[config.mk]
export PLATFORM = sky130hd
export DESIGN_NAME = sfla_ctrl
export DESIGN_NICKNAME = d
export VERILOG_FILES = /design/src/rtl/sfla_pkg.sv /design/src/rtl/sfla_ctrl.sv
export SDC_FILE = /design/constraint.sdc
export NUM_CORES = 1
export LEC_CHECK = 0
export ABC_AREA = 1
export BUFFER_PORTS_ARGS = -buffer_cell sky130_fd_sc_hd__buf_2
export CORE_AREA = 2 2 39 41
export DETAILED_ROUTE_END_ITERATION = 10
export DIE_AREA = 0 0 41 43
export GPL_TIMING_DRIVEN = 1
export PLACE_DENSITY = 0.59
export SKIP_CTS_REPAIR_TIMING = 1
export SLEW_MARGIN = 30
export SYNTH_ARGS = -nofsm -noshare
export SYNTH_HDL_FRONTEND = slang
export SYNTH_SLANG_ARGS = --single-unit
[constraint.sdc]
create_clock -name aclk -period 2.7 [get_ports aclk]
set_input_delay 0.405 -clock aclk [delete_from_list [all_inputs] [get_ports aclk]]
set_output_delay 0.405 -clock aclk [all_outputs]
set_load 0.005 [all_outputs]
[src/rtl/sfla_pkg.sv]
// ----------------------------------------------------------------------------
// sfla_pkg
// Shared widths, codes and controller/datapath interface types for the
// segregated free-list allocator.
// ----------------------------------------------------------------------------
package sfla_pkg;

    localparam int CLASS_COUNT   = 15;
    localparam int CLASS_W       = (CLASS_COUNT > 1) ? $clog2(CLASS_COUNT) : 1;
    localparam int ADDR_W        = 12;
    localparam int HEAP_GRANULES = 1 << ADDR_W;
    localparam int LINK_W        = ADDR_W + 1;
    localparam int SIZE_W        = 8;
    localparam int OP_W          = 2;
    localparam int STATUS_W      = 2;
    localparam int S_TDATA_W     = 24;
    localparam int M_TDATA_W     = 16;

    typedef enum logic [OP_W-1:0] {
        OP_ADD   = 2'd0,
        OP_ALLOC = 2'd1,
        OP_CLEAR = 2'd2,
        OP_NONE  = 2'd3
    } op_t;

    typedef enum logic [STATUS_W-1:0] {
        STATUS_OK       = 2'd0,
        STATUS_MISS     = 2'd1,
        STATUS_BAD_SIZE = 2'd2,
        STATUS_RSVD     = 2'd3
    } status_t;

    // commands from the controller to the datapath
    typedef struct packed {
        logic capture;     // latch the accepted item
        logic exec;        // latch the result status, clear the split flag
        logic push_add;    // push the added chunk
        logic clear;       // empty every list
        logic pop_read;    // latch the hit class and start the link read
        logic pop;         // unlink the popped chunk
        logic push_split;  // push the remainder
        logic load_out;    // move the result into the output register
    } ctrl_cmd_t;

    // status from the datapath to the controller
    typedef struct packed {
        logic add_ok;
        logic alloc_hit;
        logic is_clear;
        logic split_needed;
        logic out_free;
    } dp_stat_t;

endpackage

[src/rtl/sfla_ctrl.sv]
// ----------------------------------------------------------------------------
// sfla_ctrl
// Sequencer for one item at a time: execute, pop, split, respond.
// ----------------------------------------------------------------------------
module sfla_ctrl
    import sfla_pkg::*;
(
    input  logic       aclk,
    input  logic       aresetn,
    input  logic       s_tvalid,
    output logic       s_tready,
    input  dp_stat_t   stat,
    output ctrl_cmd_t  cmd
);

    typedef enum logic [4:0] {
        S_IDLE  = 5'b00001,
        S_EXEC  = 5'b00010,
        S_POP   = 5'b00100,
        S_SPLIT = 5'b01000,
        S_DONE  = 5'b10000
    } state_t;

    state_t state_reg;
    state_t state_next;

    always_ff @(posedge aclk) begin
        if (!aresetn) begin
            state_reg <= S_IDLE;
        end else begin
            state_reg <= state_next;
        end
    end

    assign s_tready = (state_reg == S_IDLE);

    always_comb begin
        cmd        = '0;
        state_next = state_reg;
        case (state_reg)
            S_IDLE: begin
                if (s_tvalid) begin
                    cmd.capture = 1'b1;
                    state_next  = S_EXEC;
                end
            end
            S_EXEC: begin
                cmd.exec     = 1'b1;
                cmd.push_add = stat.add_ok;
                cmd.clear    = stat.is_clear;
                cmd.pop_read = stat.alloc_hit;
                state_next   = stat.alloc_hit ? S_POP : S_DONE;
            end
            S_POP: begin
                cmd.pop    = 1'b1;
                state_next = stat.split_needed ? S_SPLIT : S_DONE;
            end
            S_SPLIT: begin
                cmd.push_split = 1'b1;
                state_next     = S_DONE;
            end
            S_DONE: begin
                if (stat.out_free) begin
                    cmd.load_out = 1'b1;
                    state_next   = S_IDLE;
                end
            end
            default: begin
                state_next = S_IDLE;
            end
        endcase
    end

    a_split_after_pop: assert property (@(posedge aclk) disable iff (!aresetn)
        state_reg == S_SPLIT |-> $past(state_reg) == S_POP)
        else $error("split step not preceded by pop");

    a_hold_done: assert property (@(posedge aclk) disable iff (!aresetn)
        state_reg == S_DONE && !stat.out_free |=> state_reg == S_DONE)
        else $error("result left before output register was free");

    a_load_only_free: assert property (@(posedge aclk) disable iff (!aresetn)
        cmd.load_out |-> stat.out_free)
        else $error("output register overwritten");

endmodule

==> flow_metrics.py <==
metrics = {
    "yosys": {
        "syn_inst": 56,
        "ys_seq_elements": 5,
        "syn_area_um2": 345,
        "synth_area_per_cell_um2": 6.17,
        "yosysSeqAreaShare": 0.290,
        "ys.warnings.count": 0,
        "synth_fp_nets": 64,
        "synth_cell_types": 14,
    },
    "cells_and_area": {
        "drive_gt1_frac": 0.333,
        "antenna_cells": 0,
        "utilization": 0.335,
        "finalInstanceArea_um2": 464,
        "largest_reg_flops": 5,
        "layout.nets": 84,
        "fillers": 158,
        "syn2layout_area_growth_pct": 34.4,
    },
    "placed_design": {
        "portBuffers": 16,
        "hpwl_um": 653,
        "pre_cts_ws_ns": 1.39,
        "dpl_cell_area_um2": 438,
        "finalWeightedCongestion": 0.778,
    },
    "clocking": {
        "cts_tree": "built",
        "cts_buffer_depth": 2,
        "clk_latency_ns": 0.24,
        "cts.sinks": 5,
        "cts-buffers-inserted": 3,
        "clock-root-buffer": "clkbuf_4",
        "htree_levels": 1,
        "cts.clk_slew.worst_paths_ns": 0.05,
    },
    "floorplanning": {
        "row_count": 14,
        "coreArea_um2": 1380,
        "io_pins": 17,
        "fp.dieH_um": 43,
        "dieArea_um2": 1760,
        "die_width_um": 41,
        "start_util": 0.250,
    },
    "worst_hold_path": {
        "hp-class": "in2reg",
    },
    "route": {
        "drc_errors": 0,
        "vias": 398,
        "wirelength_um": 812,
        "first_pass_iters": 2,
        "drt-initial-drc-count": 2,
        "wl_per_cell_um": 8.92,
        "vias_per_cell": 4.37,
        "antenna_left": 0,
    },
    "sta": {
        "fmax_ghz": 0.641,
        "period_needed_ns": 1.56,
        "relSlewSlack": 0.850,
        "setup-tns-final_ns": 0,
        "skew_ns": 0.00885,
        "rsz0062_at_grt": "no",
        "final_hold_viol_count": 0,
        "fin_crit_sh": 0.577,
        "setup_ws_ns": 1.14,
        "slew_viol_final": 0,
        "tightest_slew_ns": 0.222,
        "setup_viol": 0,
    },
    "worst_setup_path": {
        "cp_cell_sequence": "nor2_4, nand3_2, nor2_1, buf_2",
        "r2r_start": "state_reg[1]$_SDFFE_PN0P_",
        "path_max_fanout": 6,
        "crit_type": "reg2out",
        "cp-end-kind": "output port",
        "reg2reg_to": "state_reg[0]$_SDFFE_PN1P_",
        "arrival_ns": 1.15,
        "cp-startpoint": "state_reg[3]$_SDFFE_PN0P_",
        "critPathRequiredTime_ns": 2.30,
        "cp_slowest_cell": "dfxtp_1",
        "slowest_delay_ns": 0.35,
        "reg2reg_depth": 6,
        "ff2ff_setup_slack_ns": 1.59,
        "endpoint": "cmd[3]",
        "startpoint_type": "flip-flop",
    },
    "global_route": {
        "grt_first_pass_wirelength_mm": 1.37,
        "antenna_found_initial": 0,
        "grt-ovfl-total": 0,
        "grt_max_degree": 7,
        "grt_pass1_vias": 336,
        "grt_usage": 0.118,
    },
    "power_and_ir_drop": {
        "p_per_area_nw_per_um2": 465,
        "p_leak_nw": 0.284,
        "peakVddDrop_mv": 0.183,
    },
    "flow_run": {
        "max_cap_violations": 0,
    },
    "run_status": {
        "outcome": "finished, final reports clean",
    },
}
[cell usage in the layout (no fill, tap or decap)]
master / count
nand3_1: 3
inv_1: 16
nand2_2: 1
nor2_4: 1
clkbuf_4: 3
nor2_1: 11
dfxtp_1: 5
nand4_1: 5
nand2_1: 5
nor4_1: 1
buf_2: 16
a21oi_1: 1
nor3_1: 2
nor2_2: 2
clkbuf_1: 1
nand3_2: 2
[layer usage]
metal	global-route usage	wire, um
met5	0	0
met4	0.100	7
met3	0.0157	54
met2	0.163	385
met1	0.152	364
[cells by family (layout without fill, tap and decap cells)]
| family | after synthesis | after routing | synth area share |
|---|---|---|---|
| buffers and inverters | 17 | 36 | 0.196 |
| AND/OR/NAND/NOR | 33 | 33 | 0.500 |
| AO/OA/AOI/OAI | 1 | 1 | 0.0145 |
| flip-flops | 5 | 5 | 0.290 |
[critical path, delay by kind of cell, from the launching register on]
family | cells | cell delay (ns)
AND/OR/NAND/NOR | 3 | 0.44
flip-flops | 1 | 0.35
buffers and inverters | 1 | 0.12
[stage by stage]
stage	hold WS [ns]	cells	total power [mW]
floorplan	0.489	56	0.113
global placement	0.548	87	0.129
detailed placement	0.560	87	0.129
CTS	0.360	91	0.220
global route	0.382	91	0.231
finish	0.364	91	0.216
[layout make-up]
class	instances	area, um2	area share
flip-flops and latches	5	100	0.216
repair buffers	16	80.1	0.173
clock buffers	4	26.3	0.0566
well taps	16	20.0	0.0431
multi-input cells	34	178	0.383
inverters	16	60.1	0.129
[worst min path at each step]
| stage | from | endpoint | cells after the start |
|---|---|---|---|
| 6_report | aresetn | state_reg[0]$_SDFFE_PN1P_ | 2 |
| 5_1_grt | aresetn | state_reg[0]$_SDFFE_PN1P_ | 2 |
| 4_1_cts | aresetn | state_reg[0]$_SDFFE_PN1P_ | 2 |
| 3_5_place_dp | state_reg[2]$_SDFFE_PN0P_ | state_reg[3]$_SDFFE_PN0P_ | 2 |
| 3_3_place_gp | state_reg[2]$_SDFFE_PN0P_ | state_reg[3]$_SDFFE_PN0P_ | 2 |
| 2_1_floorplan | aresetn | state_reg[0]$_SDFFE_PN1P_ | 1 |
[cell usage after synthesis]
library cell,n,area (um2)
nor4_1,1,6.26
nand3_2,2,20.0
dfxtp_1,5,100
nor2_1,11,41.3
nand3_1,3,15.0
nand2_1,5,18.8
nor2_2,2,12.5
a21oi_1,1,5.00
nor2_4,1,11.3
nand2_2,1,6.26
buf_4,1,7.51
nor3_1,2,10.0
nand4_1,5,31.3
inv_1,16,60.1
[power by group]
group / switching (mW) / internal, mW
clock: 0.0314 / 0.0559
sequential: 0.00442 / 0.0778
combinational: 0.0273 / 0.0187
total: 0.0632 / 0.152
No activity file was read; power rests on OpenSTA's default activity.
